<file path="src/pes_pkg.sv">
// ----------------------------------------------------------------------------
// pes_pkg - shared constants for the product-except-self block
// Data width and the default sequence capacity.
// ----------------------------------------------------------------------------
`default_nettype none

package pes_pkg;

  localparam int DATA_W      = 32;
  localparam int MAX_LEN_DEF = 64;

  typedef logic [DATA_W-1:0] word_t;

endpackage

`default_nettype wire

</file>
<file path="src/pes_mul.sv">
// ----------------------------------------------------------------------------
// pes_mul - shared wrapping multiplier
// Registered 32x32 multiply keeping the low word; holds when not enabled.
// ----------------------------------------------------------------------------
`default_nettype none

module pes_mul
  import pes_pkg::*;
(
  input  wire logic  clk,
  input  wire logic  en,
  input  wire word_t a,
  input  wire word_t b,
  output      word_t p_r
);

  // low word of the product is the same for signed and unsigned operands
  always_ff @(posedge clk) begin
    if (en) begin
      p_r <= a * b;
    end
  end

endmodule

`default_nettype wire

</file>
<file path="config.mk">
export PLATFORM = sky130hd
export DESIGN_NAME = pes_mul
export DESIGN_NICKNAME = d
export VERILOG_FILES = /design/src/pes_pkg.sv /design/src/pes_mul.sv
export SDC_FILE = /design/constraint.sdc
export NUM_CORES = 1
export LEC_CHECK = 0
export ABC_AREA = 1
export BUFFER_PORTS_ARGS = -buffer_cell sky130_fd_sc_hd__buf_4
export CAP_MARGIN = 20
export CORE_MARGIN = 2
export CORE_UTILIZATION = 30
export CTS_CLUSTER_SIZE = 20
export DETAILED_ROUTE_END_ITERATION = 12
export PLACE_DENSITY = 0.56
export SYNTH_ARGS = -nofsm -noshare
export SYNTH_HDL_FRONTEND = slang
export SYNTH_SLANG_ARGS = --single-unit
</file>
<file path="constraint.sdc">
create_clock -name clk -period 8.06 [get_ports clk]
set_input_delay 0.806 -clock clk [delete_from_list [all_inputs] [get_ports clk]]
set_output_delay 0.806 -clock clk [all_outputs]
set_load 0.01 [all_outputs]
</file>
==> summary.txt <==
Run status
  – Outcome: finished, final reports clean

Die
  – Row count: 88
  – Starting density of the core: 30.5%
  – Die ar.: 60900 sq um
  – Die Ht: 247 microns
  – Core footprint: 58000 sq um
  – I/O Pins: just under 100
  – Die Width: 247 microns

Critical path
  – Crit. End Element: flop
  – Crit path depth: 21
  – Setup crit start: b[2]
  – Worst setup SP type: primary input
  – CP endpoint: p_r[28]
  – Crit path kind: in -> reg
  – CP most frequent cell: fa_1
  – CP cell instances: buf_4 -> buf_4 -> nand2_1 -> fa_1 -> inv_1 -> fa_1 -> inv_1 -> fa_1 -> fa_1 -> inv_1 -> fa_1 -> fa_1 -> fa_1 -> fa_1 -> ha_1 -> nand2_1 -> nor4_1 -> nand3_1 -> nand3_1 -> a31oi_1 -> xor2_1
  – Largest fanout on the critical path: 22
  – CP top delay family: adder cells
  – Worst EP required: 8070 ps
  – CP max stage delay: 580 ps
  – Critical Path Slowest Stage Cell: fa_1
  – CP Data Arrival Time: 7570 ps
  – Worst path bufs/invs: 5

Yosys
  – Synth Instances: 2300
  – Syn Nets: approximately 2900
  – Register area share after synthesis: between 5 and 6%
  – FFs w/ async S/R, synth: 0%
  – Area share of the largest cell type after synthesis: 46.2%
  – Synthesized cell area: 17700 sq um
  – Yosys warns: 0
  – Unique masters post-synth: 30
  – Synth area leaders: fa_1 (46%), inv_1 (16%), nand2_1 (14%), ha_1 (8.7%), edfxtp_1 (5.4%)
  – Syn Area/Cell: 7.68 sq um
  – Synth cell count leaders: inv_1 (775), nand2_1 (678), fa_1 (408)
  – Most common cell in the netlist: inv_1
  – Synth Flop Type: edfxtp_1
  – #FFs+latches synth: 32
  – Leading area contributor after synthesis: fa_1
  – Number of enable flip-flop cells after synthesis: 32

Timing
  – Max-slew headroom: 56.3%
  – Setup tns final: 0 ps
  – Final min period: 7570 ps
  – Tcrit/Tclk final: 93.9%
  – Unrepaired setup endpoints after global routing: false
  – Fmax: ~130 MHz
  – Worst-Margin Slew: 650 ps
  – Endpoints failing hold: 0
  – Final Max Slew Viols: 0
  – Setup-failing EPs final: 0

Detailed routing
  – Iteration-0 DRC count of the detailed router: 732
  – DR vias: between 10000 and 15000
  – WL/cell: 16.2 microns
  – Overall routed net length: approximately 50000 microns
  – Routed Antenna Nets: 0
  – Pre-antenna DRT Iters: 7
  – Detailed-route DRC error count: 0
  – Vias per cell: 4.41

Global route
  – Met1 global-route usage: 22.4%
  – Remaining global-route overflow: 0
  – Largest net degree at the start of global routing: 34
  – Tot GR Track Use: 17.1%
  – Initial antenna violation count: 0
  – First-pass GRT wire length: 80100 microns
  – M3 GR Usage: 2.01%
  – Number of global-route vias before repair: 14800
  – GRT busiest layer: met2
  – M2 GR Usage: roughly 30%

Layout
  – Max reg flops: 32
  – Largest regs: p_r: 32 flops
  – Storage cell area: 961 sq um
  – Area of the multi-input gates: 13400 sq um
  – Synth-to-Final Area Change: 7.98%
  – Nets: 2900
  – Largest Register: p_r
  – Share of cells above drive strength 1: 4.95%
  – Ant diodes: 0
  – Fillers: 6187
  – Post-route insts no fill: 3069

CTS
  – CTS root buf: clkbuf_16
  – # Post-CTS Setup Buffers: 0
  – CTS Buffer Depth: 2
  – Hold buffer count at CTS: 0
  – Clock slew at reported path FFs: 60 ps
  – Total CTS buffers: 5
  – H-tree depth: 2
  – Sink Count: 32
  – CTS tree: done
  – # resized after CTS: 0

Placement
  – Routability cong.: 0.847
  – Hpwl dp: 41000 microns
  – Number of I/O port buffers: 97
  – Placed Cells: 3061

Job
  – # Max-Cap Violations: 0

Worst hold path
  – Hold Path Class: in -> reg
## layer usage
layer / wire length [microns] / part of all wire [%]
met3: 2980 / 6.0
met5: 0 / 0
met4: 1580 / 3.2
met2: 23900 / 48
met1: 21200 / 43
## cell usage in the layout (no fill, tap or decap), types with 3 or more instances in the layout
| cell type | n |
|---|---|
| inv_1 | 775 |
| inv_2 | 3 |
| o21bai_1 | 4 |
| xor2_1 | 26 |
| fa_1 | 408 |
| edfxtp_1 | 32 |
| nor2_1 | 13 |
| nand3_1 | 40 |
| nand2_2 | 4 |
| clkbuf_16 | 5 |
| a31oi_1 | 6 |
| o21ai_0 | 10 |
| buf_4 | 100 |
| nand2_1 | 678 |
| nand4_1 | 4 |
| ha_1 | 123 |
| nand3b_1 | 5 |
| a21oi_1 | 32 |
| xnor2_1 | 21 |
## through the flow
| step | cell area [sq um] | utilization (%) | worst slack (ps) | hold slack (ps) |
|---|---|---|---|---|
| floorplan | 17700 | - | 1060 | 918 |
| global placement | 18900 | 32.7 | 249 | 1210 |
| detailed placement | 18900 | 32.7 | 222 | 1220 |
| CTS | 19100 | 32.9 | 524 | 1030 |
| global route | 19100 | 32.9 | 268 | 1030 |
| finish | 19100 | 32.9 | 495 | 1010 |
## logic make-up (layout without fill, tap and decap cells)
logic type / count (synthesis) / in the layout / share of synthesized area [%]
AO/OA/AOI/OAI: 60 / 60 / 1.90
XOR/XNOR: 47 / 47 / 2.33
adder cells (fa/ha/maj): 531 / 531 / 54.9
buffers and inverters: 883 / 887 / 19.0
flip-flops: 32 / 32 / 5.44
AND/OR/NAND/NOR: 747 / 747 / 16.4
## worst min-delay path by stage
| stage | from | to | slack (ps) | cells after the start |
|---|---|---|---|---|
| global route | en | p_r[18] | 1030 | 1 |
| finish | en | p_r[22] | 1010 | 1 |
| floorplan | en | p_r[0] | 920 | 0 |
| CTS | en | p_r[22] | 1030 | 1 |
| detailed placement | p_r[26] | p_r[26] | 1220 | 1 |
| global placement | p_r[1] | p_r[1] | 1210 | 1 |
## area by class of cell
class,count,area share [%]
multi-input combinational,1385,70.0
inverter,779,15.3
sequential,32,5.04
tap,765,5.02
clock buffer,5,0.656
clock inverter,3,0.0721
timing repair buffer,100,3.93
Power is left out: the tool's default activity adds up to more than one toggle a clock period on the data nets, which glitch-free logic cannot reach.
