==> config.mk <==
export PLATFORM = sky130hd
export DESIGN_NAME = pes_ram
export DESIGN_NICKNAME = d
export VERILOG_FILES = /design/src/pes_pkg.sv /design/src/pes_ram.sv
export SDC_FILE = /design/constraint.sdc
export NUM_CORES = 2
export LEC_CHECK = 0
export ABC_AREA = 1
export BUFFER_PORTS_ARGS = -buffer_cell sky130_fd_sc_hd__buf_2
export CAP_MARGIN = 15
export CELL_PAD_IN_SITES_DETAIL_PLACEMENT = 0
export CELL_PAD_IN_SITES_GLOBAL_PLACEMENT = 1
export CORE_UTILIZATION = 50
export DETAILED_ROUTE_END_ITERATION = 7
export PLACE_DENSITY_LB_ADDON = 0.1
export SETUP_SLACK_MARGIN = 0.2
export SLEW_MARGIN = 15
export SYNTH_ARGS = -nofsm -noshare
export SYNTH_HDL_FRONTEND = slang
export SYNTH_SLANG_ARGS = --single-unit
==> constraint.sdc <==
create_clock -name clk -period 17.9 [get_ports clk]
set_input_delay 5.37 -clock clk [delete_from_list [all_inputs] [get_ports clk]]
set_output_delay 5.37 -clock clk [all_outputs]
set_load 0.01 [all_outputs]
==> src/pes_pkg.sv <==
// ----------------------------------------------------------------------------
// pes_pkg - shared constants for the product-except-self block
// Data width and the default sequence capacity.
// ----------------------------------------------------------------------------
`default_nettype none

package pes_pkg;

  localparam int DATA_W      = 32;
  localparam int MAX_LEN_DEF = 64;

  typedef logic [DATA_W-1:0] word_t;

endpackage

`default_nettype wire

==> src/pes_ram.sv <==
// ----------------------------------------------------------------------------
// pes_ram - single-port-write, single-port-read word memory
// One write and one registered read per cycle.
// ----------------------------------------------------------------------------
`default_nettype none

module pes_ram
  import pes_pkg::*;
#(
  parameter int DEPTH = MAX_LEN_DEF,
  parameter int AW    = (DEPTH > 1) ? $clog2(DEPTH) : 1
) (
  input  wire logic          clk,
  input  wire logic          we,
  input  wire logic [AW-1:0] waddr,
  input  wire word_t         wdata,
  input  wire logic [AW-1:0] raddr,
  output      word_t         rdata_r
);

  word_t mem [DEPTH];

  always_ff @(posedge clk) begin
    if (we) begin
      mem[waddr] <= wdata;
    end
    rdata_r <= mem[raddr];
  end

endmodule

`default_nettype wire

==> impl_metrics.yaml <==
min_path:
  hp-class: "register to register"
  worstHoldStart: "mem[20][12]$_DFFE_PP_"
setup_path:
  crit_arrival_ps: 9970
  crit_path_end: "rdata_r[7]$_DFF_P_"
  r2r_slack_ps: 16120
  critPathLaunchType: "primary input"
  rr_startpoint: "mem[48][20]$_DFFE_PP_"
  r2r_end: "rdata_r[20]$_DFF_P_"
  worstPathMaxFanout: 109
  r2r_cells: 8
  end_kind: "register"
  worst-setup-path-type: "primary input to register"
  cp_data_required_time_ps: 18620
  startpoint: "raddr[1]"
global_routing:
  grt_first_pass_wirelength_um: 356000
  antenna_found_initial: 16
  grt_overflow_total: 0
  grt_usage: 0.293
  grt_max_degree: 242
  grt_pass1_vias: 50818
synthesis:
  synth_cell_type_count: 16
  synth.ff_latch_count: 2080
  yosys_warnings: 0
  synth_nets: 6815
  yosysTopAreaCell: "edfxtp_1"
  syn-instance-count: 6769
  synthTopCellsByArea: "edfxtp_1 74%, nand3_1 12%, nand2_1 10%"
  avgSynthCellArea_um2: 12.2
  synth_top_area_frac: 0.743
  ys_seq_area_frac: 0.751
  synthesis.area_mm2: 0.0827
timing:
  finalHoldViolations: 0
  period_minus_slack_ps: 9250
  finalClockSkew_ps: 27.3
  finalSetupTns_ps: 0
  final_max_slew_viol_count: 0
  max_slew.worst_pin.slew_ps: 1210
  setup_viol: 0
  clock.fmax_mhz: 108
  rsz0062_at_grt: "no"
  max_slew_margin: 0.196
  period_share: 0.517
routing:
  ant_nets: 0
  drt_pre_antenna_iters: 6
  vias: 53580
  routed_wl_um: 246000
  vias_per_cell: 5.88
  route.detailed.drc: 0
  wl_per_cell_um: 27.0
  drt_iter0_markers: 6592
placed_design:
  placed_cells_incl_taps: 8712
  dp_hpwl_um: 120000
  place.gp.congestion: 0.798
  numPortBuffers: 77
layout:
  area_growth_syn_to_layout_pct: 10.9
  finalNetCount: 6797
  instances_no_fill: 9109
  fillers: 13367
  drive_gt1_frac: 0.0825
pwr:
  p_sw_frac: 0.227
  p_clk_frac: 0.410
  powerDensity_mw_per_mm2: 111
  combPwrFrac: 0.059
  ir_worst_vdd_mv: 0.105
  power.switching_mw: 2.32
  power.leakage_nw: 32.1
  seq_power_share: 0.532
  power.internal_mw: 7.89
outcome:
  status: "complete, no violations"
flow_run:
  cap_violations: 0
clocking:
  clk_pin_slew_ps: 60
  clk-insertion-delay-late_ps: 830
  numCtsBuffers: 211
  cts_resized: 0
  cts_max_path_buffers: 3
  post_cts_buffers: 0
  cts_tree: "yes"
  hold_buffers: 0
  cts_root_buffer: "clkbuf_16"
  cts.sinks: 2080
  h-tree-depth: 4
die:
  fp-row-count: 148
  io_pins: 78
  die_y_um: 409
  core-area_mm2: 0.164
  die_w_um: 409
  start_util: 0.506
  dieArea_mm2: 0.167
[power groups by stage]
stage | registers, mW | logic [mW] | clock network [mW]
3_3_place_gp | 5.53 | 0.590 | 0
2_1_floorplan | 5.51 | 0.331 | 0
3_5_place_dp | 5.53 | 0.595 | 0
5_1_grt | 5.42 | 0.650 | 4.40
4_1_cts | 5.42 | 0.596 | 4.23
6_report | 5.42 | 0.599 | 4.18
[final cells by class]
type	count	area [µm²]	area share
sequential	2080	62100	0.677
multi-input combinational	4228	18800	0.205
clock buffer	284	5760	0.0628
tap	2175	2720	0.0297
timing repair buffer	218	1540	0.0168
clock inverter	108	719	0.00784
inverter	12	82.6	0.000900
antenna	4	10.0	0.000109
[layout by cell type, fill, tap and decap left out, types with 9 or more instances in the layout]
cell	instances
nand2_1	2248
edfxtp_1	2048
nand3_1	1907
clkbuf_16	217
buf_4	140
buf_2	70
clkbuf_1	59
nor2_4	56
clkinv_1	48
clkinv_2	44
dfxtp_1	32
nand4_1	9
[worst max-delay path, stage by stage]
cell and delay, ps:
buf_8 570, buf_4 690, buf_4 780, buf_4 810
nand3_1 170, nand3_1 110, nand3_1 130, nand3_1 460
nand2_1 150, nand2_1 140, nand2_1 70
[synth_stat cells (all sizes together)]
library cell / instances
nor2: 56
nand4: 9
clkbuf: 77
dfxtp: 32
buf: 372
nor4: 8
nand2: 2248
nand3: 1907
inv: 12
edfxtp: 2048
[logic make-up after synthesis]
logic type    Yosys count  synth area share
buf+inv               461            0.0278
flops                2080             0.751
simple gates         4228             0.221
[sequential cells by signal (all words and copies together), names as in the netlist]
| signal | count |
|---|---|
| mem | 2048 |
| rdata_r | 32 |
[routing by layer]
layer / vias to the layer above / wire, µm / track usage
met2: 2245 / 117000 / 0.471
met5: - / 52 / 0
met1: 26860 / 102000 / 0.414
met3: 367 / 20000 / 0.0465
met4: 10 / 6680 / 0.0867
li1: 24098 / - / -
[how the worst min path moves through the flow]
| stage | endpoint | slack [ps] | depth (start not counted) |
|---|---|---|---|
| finish | rdata_r[12]$_DFF_P_ | 780 | 8 |
| global route | rdata_r[12]$_DFF_P_ | 890 | 8 |
| CTS | rdata_r[12]$_DFF_P_ | 790 | 8 |
| detailed placement | rdata_r[12]$_DFF_P_ | 770 | 8 |
| global placement | rdata_r[12]$_DFF_P_ | 790 | 8 |
| floorplan | rdata_r[0]$_DFF_P_ | 720 | 8 |
[per-stage QoR]
| stage | util | cell area [µm²] | hold slack (ps) | setup slack (ps) | power (mW) |
|---|---|---|---|---|---|
| after global routing | 0.561 | 91700 | 891 | 8730 | 10.5 |
| after global placement | 0.521 | 85200 | 787 | 8060 | 6.12 |
| after floorplan | - | 82700 | 721 | 8400 | 5.84 |
| final | 0.561 | 91700 | 785 | 8650 | 10.2 |
| after CTS | 0.561 | 91700 | 795 | 8970 | 10.2 |
| after detailed placement | 0.521 | 85200 | 774 | 8070 | 6.12 |
Power figures use the tool's default switching activity.
